--- config.mk ---
export PLATFORM = sky130hd
export DESIGN_NAME = page_buffer_replacement_unit
export DESIGN_NICKNAME = d
export VERILOG_FILES = /design/src/pbr_pkg.sv /design/src/page_buffer_replacement_unit.sv /design/src/pbr_ctrl.sv /design/src/pbr_dp.sv
export SDC_FILE = /design/constraint.sdc
export NUM_CORES = 2
export LEC_CHECK = 0
export ABC_AREA = 1
export BUFFER_PORTS_ARGS = -buffer_cell sky130_fd_sc_hd__buf_2
export CORE_MARGIN = 1.5
export CORE_UTILIZATION = 30
export CTS_CLUSTER_DIAMETER = 60
export DETAILED_ROUTE_END_ITERATION = 16
export GPL_TIMING_DRIVEN = 0
export PLACE_DENSITY = 0.49
export SETUP_SLACK_MARGIN = 0.05
export SLEW_MARGIN = 20
export SYNTH_ARGS = -nofsm -noshare
export SYNTH_HDL_FRONTEND = slang
export SYNTH_SLANG_ARGS = --single-unit
--- constraint.sdc ---
create_clock -name i_clk -period 6.9 [get_ports i_clk]
set_clock_uncertainty 0.1 [all_clocks]
set_input_delay 1.38 -clock i_clk [delete_from_list [all_inputs] [get_ports i_clk]]
set_output_delay 1.38 -clock i_clk [all_outputs]
set_load 0.05 [all_outputs]
--- src/pbr_pkg.sv ---
package pbr_pkg;

    localparam int FRAMES    = 8;
    localparam int PAGE_W    = 24;
    localparam int STAMP_W   = 32;
    localparam int IDX_W     = (FRAMES > 1) ? $clog2(FRAMES) : 1;
    localparam int CNT_W     = 32;

    localparam logic [2:0] OP_PIN   = 3'd0;
    localparam logic [2:0] OP_UNPIN = 3'd1;
    localparam logic [2:0] OP_DIRTY = 3'd2;
    localparam logic [2:0] OP_FORCE = 3'd3;
    localparam logic [2:0] OP_FLUSH = 3'd4;

    localparam logic [1:0] ST_OK   = 2'd0;
    localparam logic [1:0] ST_NOTF = 2'd1;
    localparam logic [1:0] ST_FULL = 2'd2;

    localparam logic [1:0] POL_FIFO  = 2'd0;
    localparam logic [1:0] POL_LRU   = 2'd1;
    localparam logic [1:0] POL_CLOCK = 2'd2;
    localparam logic [1:0] POL_LFU   = 2'd3;

    localparam logic [1:0] CFG_POLICY = 2'd0;
    localparam logic [1:0] CFG_FRAMES = 2'd1;

    typedef struct packed {
        logic [2:0]        op;
        logic [PAGE_W-1:0] page_num;
    } t_in;

    typedef struct packed {
        logic [1:0]        status;
        logic [5:0]        frame;
        logic              hit;
        logic              read_valid;
        logic              writeback_valid;
        logic [PAGE_W-1:0] writeback_page;
        logic              last;
        logic [CNT_W-1:0]  reads_total;
        logic [CNT_W-1:0]  writes_total;
    } t_out;

    typedef enum logic [3:0] {
        S_IDLE, S_LOOK, S_DECIDE, S_VINIT, S_VSCAN, S_SEEK,
        S_FILL, S_HIT, S_UPD, S_RESP, S_FLUSH, S_FEND
    } t_state;

    typedef enum logic [3:0] {
        CMD_NONE, CMD_LOAD, CMD_LOOK, CMD_DECIDE, CMD_VINIT, CMD_VSCAN,
        CMD_SEEK, CMD_FILL, CMD_HIT, CMD_UPD, CMD_RESP, CMD_FLUSH, CMD_FEND
    } t_cmd;

    typedef struct packed {
        t_cmd       cmd;
        logic [1:0] stat;
    } t_ctl;

    typedef struct packed {
        logic found;
        logic has_empty;
        logic any_unp;
        logic look_done;
        logic vict_done;
        logic scan_end;
    } t_sts;

endpackage

--- src/page_buffer_replacement_unit.sv ---
// Page buffer replacement unit: frame table with FIFO, LRU, CLOCK and LFU eviction.
// Command channel: raise i_start with i_in (op, page_num); the word is taken at an
// edge where i_start is high and o_busy is low. Results come on o_out, each marked
// by a one-cycle o_valid strobe; the receiver cannot stall, so every strobe is a
// delivered word. Flush gives one word per dirty unpinned frame, last marked.
// Configuration: i_cfg_valid with i_cfg_index (0 policy, 1 frames in use) and
// i_cfg_data; o_cfg_ready is always high; write only while o_busy is low.
// The n active frames are visited one per cycle by a single scan pointer. Pin,
// unpin, mark dirty and force first look the page up; a pin miss fills an empty
// frame, or else scans for an unpinned victim: FIFO and CLOCK from their hand to
// the first fit (CLOCK clearing reference bits on the way), LRU and LFU over all
// n frames. A flush with no dirty unpinned frame gives one empty word, last marked.
// The result strobe follows the final cycle; o_busy drops with it, so the next
// command may be taken while that strobe is up.
// Synchronous reset clears the frame table flags, hands, stamp and counters.
module page_buffer_replacement_unit (
    input  logic          i_clk,
    input  logic          i_rst_n,
    input  logic          i_start,
    output logic          o_busy,
    input  pbr_pkg::t_in  i_in,
    output logic          o_valid,
    output pbr_pkg::t_out o_out,
    input  logic          i_cfg_valid,
    output logic          o_cfg_ready,
    input  logic [1:0]    i_cfg_index,
    input  logic [6:0]    i_cfg_data
);

    pbr_pkg::t_ctl ctl;
    pbr_pkg::t_sts sts;

    assign o_cfg_ready = 1'b1;

    pbr_ctrl u_ctrl (
        .i_clk   (i_clk),
        .i_rst_n (i_rst_n),
        .i_start (i_start),
        .i_op    (i_in.op),
        .i_sts   (sts),
        .o_ctl   (ctl),
        .o_busy  (o_busy)
    );

    pbr_dp u_dp (
        .i_clk       (i_clk),
        .i_rst_n     (i_rst_n),
        .i_ctl       (ctl),
        .i_in        (i_in),
        .i_cfg_we    (i_cfg_valid && o_cfg_ready),
        .i_cfg_index (i_cfg_index),
        .i_cfg_data  (i_cfg_data),
        .o_sts       (sts),
        .o_valid     (o_valid),
        .o_out       (o_out)
    );

    a_start_busy: assert property (@(posedge i_clk) disable iff (!i_rst_n)
        (i_start && !o_busy) |=> o_busy)
        else $error("accepted command did not raise busy");

    a_last_idle: assert property (@(posedge i_clk) disable iff (!i_rst_n)
        (o_valid && o_out.last) |-> !o_busy)
        else $error("final word while still busy");

    a_mid_busy: assert property (@(posedge i_clk) disable iff (!i_rst_n)
        (o_valid && !o_out.last) |-> o_busy)
        else $error("non-final word outside a flush");

endmodule

--- src/pbr_ctrl.sv ---
module pbr_ctrl (
    input  logic          i_clk,
    input  logic          i_rst_n,
    input  logic          i_start,
    input  logic [2:0]    i_op,
    input  pbr_pkg::t_sts i_sts,
    output pbr_pkg::t_ctl o_ctl,
    output logic          o_busy
);

    pbr_pkg::t_state r_state, n_state;
    logic [2:0]      r_op, n_op;
    logic [1:0]      r_stat, n_stat;

    always_ff @(posedge i_clk) begin
        if (!i_rst_n) begin
            r_state <= pbr_pkg::S_IDLE;
            r_op    <= pbr_pkg::OP_PIN;
            r_stat  <= pbr_pkg::ST_OK;
        end else begin
            r_state <= n_state;
            r_op    <= n_op;
            r_stat  <= n_stat;
        end
    end

    always_comb begin
        n_state = r_state;
        n_op    = r_op;
        n_stat  = r_stat;
        unique case (r_state)
            pbr_pkg::S_IDLE: begin
                if (i_start) begin
                    n_op = i_op;
                    if (i_op == pbr_pkg::OP_PIN || i_op == pbr_pkg::OP_UNPIN ||
                        i_op == pbr_pkg::OP_DIRTY || i_op == pbr_pkg::OP_FORCE) begin
                        n_state = pbr_pkg::S_LOOK;
                    end else if (i_op == pbr_pkg::OP_FLUSH) begin
                        n_state = pbr_pkg::S_FLUSH;
                    end else begin
                        n_stat  = pbr_pkg::ST_NOTF;
                        n_state = pbr_pkg::S_RESP;
                    end
                end
            end
            pbr_pkg::S_LOOK: begin
                if (i_sts.look_done) n_state = pbr_pkg::S_DECIDE;
            end
            pbr_pkg::S_DECIDE: begin
                if (r_op == pbr_pkg::OP_PIN) begin
                    if (i_sts.found) begin
                        n_state = pbr_pkg::S_HIT;
                    end else if (i_sts.has_empty) begin
                        n_state = pbr_pkg::S_FILL;
                    end else if (!i_sts.any_unp) begin
                        n_stat  = pbr_pkg::ST_FULL;
                        n_state = pbr_pkg::S_RESP;
                    end else begin
                        n_state = pbr_pkg::S_VINIT;
                    end
                end else if (i_sts.found) begin
                    n_state = pbr_pkg::S_UPD;
                end else begin
                    n_stat  = pbr_pkg::ST_NOTF;
                    n_state = pbr_pkg::S_RESP;
                end
            end
            pbr_pkg::S_VINIT: n_state = pbr_pkg::S_VSCAN;
            pbr_pkg::S_VSCAN: begin
                if (i_sts.vict_done) n_state = pbr_pkg::S_SEEK;
            end
            pbr_pkg::S_SEEK:  n_state = pbr_pkg::S_FILL;
            pbr_pkg::S_FILL,
            pbr_pkg::S_HIT,
            pbr_pkg::S_UPD,
            pbr_pkg::S_RESP,
            pbr_pkg::S_FEND:  n_state = pbr_pkg::S_IDLE;
            pbr_pkg::S_FLUSH: begin
                if (i_sts.scan_end) n_state = pbr_pkg::S_FEND;
            end
            default:          n_state = pbr_pkg::S_IDLE;
        endcase
    end

    always_comb begin
        o_ctl.stat = r_stat;
        o_busy     = (r_state != pbr_pkg::S_IDLE);
        unique case (r_state)
            pbr_pkg::S_IDLE:   o_ctl.cmd = i_start ? pbr_pkg::CMD_LOAD : pbr_pkg::CMD_NONE;
            pbr_pkg::S_LOOK:   o_ctl.cmd = pbr_pkg::CMD_LOOK;
            pbr_pkg::S_DECIDE: o_ctl.cmd = pbr_pkg::CMD_DECIDE;
            pbr_pkg::S_VINIT:  o_ctl.cmd = pbr_pkg::CMD_VINIT;
            pbr_pkg::S_VSCAN:  o_ctl.cmd = pbr_pkg::CMD_VSCAN;
            pbr_pkg::S_SEEK:   o_ctl.cmd = pbr_pkg::CMD_SEEK;
            pbr_pkg::S_FILL:   o_ctl.cmd = pbr_pkg::CMD_FILL;
            pbr_pkg::S_HIT:    o_ctl.cmd = pbr_pkg::CMD_HIT;
            pbr_pkg::S_UPD:    o_ctl.cmd = pbr_pkg::CMD_UPD;
            pbr_pkg::S_RESP:   o_ctl.cmd = pbr_pkg::CMD_RESP;
            pbr_pkg::S_FLUSH:  o_ctl.cmd = pbr_pkg::CMD_FLUSH;
            pbr_pkg::S_FEND:   o_ctl.cmd = pbr_pkg::CMD_FEND;
            default:           o_ctl.cmd = pbr_pkg::CMD_NONE;
        endcase
    end

endmodule

--- src/pbr_dp.sv ---
module pbr_dp (
    input  logic          i_clk,
    input  logic          i_rst_n,
    input  pbr_pkg::t_ctl i_ctl,
    input  pbr_pkg::t_in  i_in,
    input  logic          i_cfg_we,
    input  logic [1:0]    i_cfg_index,
    input  logic [6:0]    i_cfg_data,
    output pbr_pkg::t_sts o_sts,
    output logic          o_valid,
    output pbr_pkg::t_out o_out
);

    localparam int IW = pbr_pkg::IDX_W;
    localparam int PW = pbr_pkg::PAGE_W;
    localparam int SW = pbr_pkg::STAMP_W;
    localparam int CW = pbr_pkg::CNT_W;

    logic [PW-1:0] r_fpage  [pbr_pkg::FRAMES];
    logic          r_fvalid [pbr_pkg::FRAMES];
    logic          r_fdirty [pbr_pkg::FRAMES];
    logic [7:0]    r_fpins  [pbr_pkg::FRAMES];
    logic [SW-1:0] r_fstamp [pbr_pkg::FRAMES];
    logic          r_fref   [pbr_pkg::FRAMES];
    logic [15:0]   r_fuses  [pbr_pkg::FRAMES];

    logic [1:0]    r_policy;
    logic [6:0]    r_frames;
    logic [2:0]    r_op;
    logic [PW-1:0] r_page;
    logic [6:0]    r_n;
    logic [IW-1:0] r_idx, r_cnt, r_frm, r_empty;
    logic          r_empty_v, r_found, r_unp, r_have, r_victim;
    logic [SW-1:0] r_best_age, r_stamp;
    logic [15:0]   r_best_uses;
    logic [5:0]    r_fifo, r_clock, r_lfu;
    logic [CW-1:0] r_reads, r_writes;
    logic          r_pend_v, r_valid;
    pbr_pkg::t_out r_pend, r_out;

    logic [PW-1:0] cur_page;
    logic          cur_valid, cur_dirty, cur_ref, unp, match, idx_last, cnt_last;
    logic          flush_hit, upd_wb, out_now;
    logic [7:0]    cur_pins;
    logic [SW-1:0] cur_stamp, age, stamp_new;
    logic [15:0]   cur_uses;
    logic [IW-1:0] idx_next;
    logic [6:0]    n_clamp;

    function automatic pbr_pkg::t_out mk(
        input logic [1:0] status, input logic [IW-1:0] frame, input logic hit,
        input logic rd, input logic wbv, input logic [PW-1:0] wbp, input logic last,
        input logic [CW-1:0] reads, input logic [CW-1:0] writes);
        pbr_pkg::t_out o;
        o.status          = status;
        o.frame           = 6'(frame);
        o.hit             = hit;
        o.read_valid      = rd;
        o.writeback_valid = wbv;
        o.writeback_page  = wbp;
        o.last            = last;
        o.reads_total     = reads;
        o.writes_total    = writes;
        return o;
    endfunction

    assign cur_page  = r_fpage[r_idx];
    assign cur_valid = r_fvalid[r_idx];
    assign cur_dirty = r_fdirty[r_idx];
    assign cur_pins  = r_fpins[r_idx];
    assign cur_stamp = r_fstamp[r_idx];
    assign cur_ref   = r_fref[r_idx];
    assign cur_uses  = r_fuses[r_idx];
    assign unp       = (cur_pins == 8'd0);
    assign match     = cur_valid && (cur_page == r_page);
    assign age       = r_stamp - cur_stamp;
    assign stamp_new = r_stamp + SW'(1);
    assign idx_last  = (7'(r_idx) == r_n - 7'd1);
    assign cnt_last  = (7'(r_cnt) == r_n - 7'd1);
    assign idx_next  = idx_last ? '0 : r_idx + IW'(1);
    assign n_clamp   = (r_frames == 7'd0) ? 7'd1 :
                       (r_frames > 7'(pbr_pkg::FRAMES)) ? 7'(pbr_pkg::FRAMES) : r_frames;
    assign flush_hit = cur_valid && unp && cur_dirty;
    assign upd_wb    = (r_op == pbr_pkg::OP_FORCE);
    assign out_now   = (i_ctl.cmd == pbr_pkg::CMD_FILL) || (i_ctl.cmd == pbr_pkg::CMD_HIT) ||
                       (i_ctl.cmd == pbr_pkg::CMD_UPD) || (i_ctl.cmd == pbr_pkg::CMD_RESP) ||
                       (i_ctl.cmd == pbr_pkg::CMD_FEND) ||
                       (i_ctl.cmd == pbr_pkg::CMD_FLUSH && flush_hit && r_pend_v);

    always_comb begin
        o_sts.found     = r_found;
        o_sts.has_empty = r_empty_v;
        o_sts.any_unp   = r_unp;
        o_sts.look_done = match || idx_last;
        o_sts.scan_end  = idx_last;
        case (r_policy)
            pbr_pkg::POL_FIFO:  o_sts.vict_done = unp;
            pbr_pkg::POL_CLOCK: o_sts.vict_done = unp && !cur_ref;
            default:            o_sts.vict_done = cnt_last;
        endcase
    end

    always_ff @(posedge i_clk) begin
        if (i_ctl.cmd == pbr_pkg::CMD_FILL) r_fpage[r_idx] <= r_page;
    end

    always_ff @(posedge i_clk) begin
        if (!i_rst_n) begin
            for (int i = 0; i < pbr_pkg::FRAMES; i++) begin
                r_fvalid[i] <= 1'b0;
                r_fdirty[i] <= 1'b0;
                r_fpins[i]  <= '0;
                r_fstamp[i] <= '0;
                r_fref[i]   <= 1'b0;
                r_fuses[i]  <= '0;
            end
            r_policy    <= pbr_pkg::POL_FIFO;
            r_frames    <= 7'd8;
            r_op        <= pbr_pkg::OP_PIN;
            r_page      <= '0;
            r_n         <= 7'd1;
            r_idx       <= '0;
            r_cnt       <= '0;
            r_frm       <= '0;
            r_empty     <= '0;
            r_empty_v   <= 1'b0;
            r_found     <= 1'b0;
            r_unp       <= 1'b0;
            r_have      <= 1'b0;
            r_victim    <= 1'b0;
            r_best_age  <= '0;
            r_best_uses <= '0;
            r_stamp     <= '0;
            r_fifo      <= '0;
            r_clock     <= '0;
            r_lfu       <= '0;
            r_reads     <= '0;
            r_writes    <= '0;
            r_pend_v    <= 1'b0;
            r_pend      <= '0;
            r_valid     <= 1'b0;
            r_out       <= '0;
        end else begin
            r_valid <= out_now;
            if (i_cfg_we) begin
                unique case (i_cfg_index)
                    pbr_pkg::CFG_POLICY: r_policy <= i_cfg_data[1:0];
                    pbr_pkg::CFG_FRAMES: r_frames <= i_cfg_data;
                    default: ;
                endcase
            end
            unique case (i_ctl.cmd)
                pbr_pkg::CMD_LOAD: begin
                    r_op      <= i_in.op;
                    r_page    <= i_in.page_num;
                    r_n       <= n_clamp;
                    r_idx     <= '0;
                    r_found   <= 1'b0;
                    r_empty_v <= 1'b0;
                    r_unp     <= 1'b0;
                    r_victim  <= 1'b0;
                    r_pend_v  <= 1'b0;
                end
                pbr_pkg::CMD_LOOK: begin
                    if (match) r_found <= 1'b1;
                    else       r_idx   <= idx_next;
                    if (!cur_valid && !r_empty_v) begin
                        r_empty_v <= 1'b1;
                        r_empty   <= r_idx;
                    end
                    if (unp) r_unp <= 1'b1;
                end
                pbr_pkg::CMD_DECIDE: begin
                    if (!r_found) r_idx <= r_empty;
                end
                pbr_pkg::CMD_VINIT: begin
                    r_cnt    <= '0;
                    r_have   <= 1'b0;
                    r_victim <= 1'b1;
                    case (r_policy)
                        pbr_pkg::POL_FIFO:
                            r_idx <= (7'(r_fifo) < r_n) ? IW'(r_fifo) : '0;
                        pbr_pkg::POL_CLOCK:
                            r_idx <= (7'(r_clock) < r_n) ? IW'(r_clock) : '0;
                        pbr_pkg::POL_LFU:
                            r_idx <= (7'(r_lfu) < r_n) ? IW'(r_lfu) : '0;
                        default:
                            r_idx <= '0;
                    endcase
                end
                pbr_pkg::CMD_VSCAN: begin
                    r_idx <= idx_next;
                    r_cnt <= r_cnt + IW'(1);
                    case (r_policy)
                        pbr_pkg::POL_FIFO: begin
                            if (unp) r_frm <= r_idx;
                        end
                        pbr_pkg::POL_LRU: begin
                            if (unp && (!r_have || age > r_best_age)) begin
                                r_frm      <= r_idx;
                                r_best_age <= age;
                                r_have     <= 1'b1;
                            end
                        end
                        pbr_pkg::POL_CLOCK: begin
                            if (unp) begin
                                if (cur_ref) r_fref[r_idx] <= 1'b0;
                                else         r_frm <= r_idx;
                            end
                        end
                        default: begin
                            if (unp && (!r_have || cur_uses < r_best_uses)) begin
                                r_frm       <= r_idx;
                                r_best_uses <= cur_uses;
                                r_have      <= 1'b1;
                            end
                        end
                    endcase
                end
                pbr_pkg::CMD_SEEK: r_idx <= r_frm;
                pbr_pkg::CMD_FILL: begin
                    r_fvalid[r_idx] <= 1'b1;
                    r_fdirty[r_idx] <= 1'b0;
                    r_fpins[r_idx]  <= 8'd1;
                    r_fstamp[r_idx] <= stamp_new;
                    r_fref[r_idx]   <= 1'b1;
                    r_fuses[r_idx]  <= '0;
                    r_stamp         <= stamp_new;
                    r_reads         <= r_reads + CW'(1);
                    r_writes        <= r_writes + CW'(cur_dirty);
                    r_out <= mk(pbr_pkg::ST_OK, r_idx, 1'b0, 1'b1, cur_dirty,
                                cur_dirty ? cur_page : '0, 1'b1,
                                r_reads + CW'(1), r_writes + CW'(cur_dirty));
                    if (r_victim) begin
                        case (r_policy)
                            pbr_pkg::POL_FIFO:  r_fifo  <= 6'(idx_next);
                            pbr_pkg::POL_CLOCK: r_clock <= 6'(idx_next);
                            pbr_pkg::POL_LFU:   r_lfu   <= 6'(idx_next);
                            default: ;
                        endcase
                    end
                end
                pbr_pkg::CMD_HIT: begin
                    if (cur_pins != 8'hFF) r_fpins[r_idx] <= cur_pins + 8'd1;
                    if (cur_uses != 16'hFFFF) r_fuses[r_idx] <= cur_uses + 16'd1;
                    r_fstamp[r_idx] <= stamp_new;
                    r_fref[r_idx]   <= 1'b1;
                    r_stamp         <= stamp_new;
                    r_out <= mk(pbr_pkg::ST_OK, r_idx, 1'b1, 1'b0, 1'b0, '0, 1'b1,
                                r_reads, r_writes);
                end
                pbr_pkg::CMD_UPD: begin
                    r_out <= mk(pbr_pkg::ST_OK, r_idx, 1'b0, 1'b0, upd_wb,
                                upd_wb ? cur_page : '0, 1'b1,
                                r_reads, r_writes + CW'(upd_wb));
                    case (r_op)
                        pbr_pkg::OP_UNPIN: begin
                            if (cur_pins != 8'd0) r_fpins[r_idx] <= cur_pins - 8'd1;
                        end
                        pbr_pkg::OP_DIRTY: r_fdirty[r_idx] <= 1'b1;
                        default: begin
                            r_fdirty[r_idx] <= 1'b0;
                            r_writes        <= r_writes + CW'(1);
                        end
                    endcase
                end
                pbr_pkg::CMD_RESP: begin
                    r_out <= mk(i_ctl.stat, '0, 1'b0, 1'b0, 1'b0, '0, 1'b1,
                                r_reads, r_writes);
                end
                pbr_pkg::CMD_FLUSH: begin
                    r_idx <= idx_next;
                    if (flush_hit) begin
                        r_fdirty[r_idx] <= 1'b0;
                        r_writes        <= r_writes + CW'(1);
                        if (r_pend_v) r_out <= r_pend;
                        r_pend <= mk(pbr_pkg::ST_OK, r_idx, 1'b0, 1'b0, 1'b1, cur_page,
                                     1'b0, r_reads, r_writes + CW'(1));
                        r_pend_v <= 1'b1;
                    end
                end
                pbr_pkg::CMD_FEND: begin
                    if (r_pend_v) begin
                        r_out <= mk(r_pend.status, IW'(r_pend.frame), r_pend.hit,
                                    r_pend.read_valid, r_pend.writeback_valid,
                                    r_pend.writeback_page, 1'b1,
                                    r_pend.reads_total, r_pend.writes_total);
                    end else begin
                        r_out <= mk(pbr_pkg::ST_OK, '0, 1'b0, 1'b0, 1'b0, '0, 1'b1,
                                    r_reads, r_writes);
                    end
                end
                default: ;
            endcase
        end
    end

    assign o_valid = r_valid;
    assign o_out   = r_out;

endmodule
==> impl_metrics.py <==
metrics = {
    "setup_path": {
        "max_stage_delay_ps": 400,
        "path_class": "flip-flop to flip-flop",
        "cp.arrival_ps": 7130,
        "cp.required_ps": 7440,
        "path_max_fanout": 19,
        "crit_top_cell": "buf_6",
        "startpoint_type": "flip-flop",
        "endpoint_kind": "flip-flop",
        "slowest_stage": "ha_1",
    },
    "floorplan": {
        "coreArea_mm2": 0.1721,
        "chipHeight_um": 419.7,
        "start_util_pct": 30.27,
        "io_pins": 143,
        "std_cell_rows": 152,
        "die_w_um": 419.7,
        "die_area_mm2": 0.1761,
    },
    "yosys": {
        "synth_top_area_share_pct": 36.89,
        "yosysTopAreaCell": "edfxtp_1",
        "synth.area.top_cells": "edfxtp_1, dfxtp_1, nor2_1",
        "ys_seq_area_share_pct": 53.80,
        "async_flop_share_pct": 0,
        "syn_avg_cell_area_um2": 8.642,
        "synth_most_common_cell": "nor2_1",
        "synth_cell_types": 60,
        "ys_warn_count": 0,
        "synth_ff_type": "edfxtp_1",
        "netlist_top_cells_count": "nor2_1, o21ai_0, nand2_1, edfxtp_1, inv_1",
        "syn-instance-count": 6028,
        "synth-edff-count": 640,
        "ys_ff_latch": 1080,
        "synth_area_mm2": 0.05209,
    },
    "route": {
        "drc": 0,
        "wl_um": 205700,
        "vias_per_cell": 5.179,
        "via_count": 45428,
        "ant_nets": 0,
        "first_pass_iters": 9,
        "wl_per_cell_um": 23.46,
        "drt-initial-drc-count": 4495,
    },
    "finish": {
        "nNetsFinal": 6485,
        "area_delta_synth_final_pct": 17.71,
        "layout-drive-gt1-share_pct": 11.00,
        "final_util_pct": 35.63,
        "fin_area_mm2": 0.06132,
    },
    "pwr": {
        "p_sw_uw": 9200,
        "irDropWorstVdd_mv": 0.2602,
        "intPower_uw": 13400,
        "p_comb_share_pct": 35.0,
        "cellPowerDensity_mw_per_mm2": 368.6,
        "leakagePower_uw": 0.02278,
        "sequentialPowerShare_pct": 34.2,
        "p_clk_share_pct": 30.8,
        "sw_frac_of_total_pct": 40.71,
    },
    "clock_network": {
        "postCtsHoldBufs": 0,
        "cts.clk_slew.worst_paths_ps": 60,
        "cts_sinks": 1080,
        "cts_tree": "done",
        "htreeDepth": 4,
        "clock_latency_ps": 790,
        "cts-buffers-inserted": 132,
        "cts_root_buf": "clkbuf_16",
        "clk_path_buf_depth": 3,
    },
    "timing": {
        "finalHoldViolCount": 0,
        "timing.final.crit_share_pct": 95.47,
        "finalSetupViolations": 0,
        "slew_headroom_pct": 21.43,
        "worstMarginPinSlew_ps": 1179,
        "slew_violations": 0,
        "fin_crit_ps": 6588,
        "fmax_mhz": 151.8,
        "holdWs_ps": 350.4,
    },
    "placed_design": {
        "port_buffers": 137,
        "dpl_cell_area_mm2": 0.05627,
        "dp_hpwl_um": 150100,
        "gp_routability_congestion": 0.9756,
    },
    "run_status": {
        "run_status": "finished, final reports clean",
    },
    "global_route": {
        "grt.total_usage_pct": 22.94,
        "antenna_found_initial": 6,
        "grt_pass1_vias": 43219,
        "grt-ovfl-total": 0,
        "grt_first_pass_wirelength_um": 297500,
        "grt_max_degree": 29,
    },
    "hold_path": {
        "hold_path_class": "flip-flop to flip-flop",
    },
    "job": {
        "cap_violations": 0,
    },
}
==> worst paths after layout <==
| check | cells past startpoint | slack [ps] | start | end |
|---|---|---|---|---|
| max reg2reg | 35 | 310 | flip-flop | u_dp.r_best_age[13] |
| max | 35 | 310 | flip-flop | u_dp.r_best_age[13] |
| min | 2 | 350 | u_ctrl.r_op[2] | u_ctrl.r_op[2] |
| min reg2reg | 2 | 350 | u_ctrl.r_op[2] | u_ctrl.r_op[2] |
==> layer usage <==
metal	routed length, um	up-vias	GRT usage (%)
li1	-	21266	-
met1	89560	22306	30.56
met2	94620	1501	36.88
met3	12940	355	3.740
met4	8616	0	9.377
met5	0	-	0
==> worst max-delay path: cells and delay by family, from the launching register on <==
family / cells / cell delay [ps]
buffers and inverters: 11 / 2040
AOI/OAI and AO/OA: 10 / 1700
and+or+nand+nor: 11 / 1300
adders and majority gates: 2 / 570
DFF: 1 / 380
xor gates and xnor gates: 1 / 280
==> power by group through the flow <==
stage          Sequential (uW)  Clock (uW)  Combinational [uW]
2_1_floorplan             8480           0                3940
3_3_place_gp              7850           0                7490
3_5_place_dp              7850           0                7540
4_1_cts                   7720        7060                7740
5_1_grt                   7770        7310                8540
6_report                  7720        6970                7910
==> cell type report <==
type                       count  area [um2]
sequential                  1080       28030
tap                         2310        2890
inverter                     544        2051
antenna                        6       15.01
clock buffer                 178        3597
fill                       17799      110800
buffer                       327        1789
multi-input combinational   4069       20870
clock inverter                65       696.9
timing repair buffer         192        1376
==> cell usage in the layout (no fill, tap or decap), types with 77 or more instances in the layout <==
master | netlist | routed
nor2_1 | 1255 | 1242
nand2_1 | 670 | 660
o21ai_0 | 677 | 654
edfxtp_1 | 640 | 640
inv_1 | 504 | 503
dfxtp_1 | 440 | 440
a21oi_1 | 433 | 426
buf_2 | 68 | 200
clkbuf_1 | 207 | 195
nand3_1 | 148 | 144
xor2_1 | 135 | 135
clkbuf_16 | 0 | 134
o211ai_1 | 107 | 107
o22ai_1 | 115 | 99
ha_1 | 98 | 92
o21ai_1 | 65 | 77
==> sequential cells by signal (all words and copies together), names as in the netlist, 16 cells and up, named ones only <==
signal	cells
u_dp.r_fpins	64
u_dp.r_best_uses	16
u_dp.r_best_age	32
u_dp.r_fuses	128
u_dp.r_stamp	32
u_dp.r_page	24
u_dp.r_fpage	192
u_dp.r_fstamp	256
u_dp.r_pend	92
u_dp.r_reads	32
u_dp.r_writes	32
u_dp.o_out	97
==> what timing repair did <==
action,in CTS,in global routing
gates resized for setup,100,97
buffers inserted,17,12
cloned,0,1
endpoints found under the setup margin,36,36
pin swaps,17,22
==> cell families after synthesis <==
logic type	synth area share (%)
simple gates	17.44
compound gates	16.75
flops	53.80
buf+inv	7.033
xor+xnor	2.572
fa+ha+maj	2.392
other cells	0.01442
==> through the flow <==
step	setup TNS, ps	power, uW	setup WS [ps]	std cells
floorplan	0	12420	1262	6030
global placement	-63440	15340	-1916	8477
detailed placement	-61480	15390	-1857	8502
CTS	0	22520	51.52	8754
global route	-299.2	23610	-41.82	8767
finish	0	22600	312.3	8771
Power figures use the tool's default switching activity.
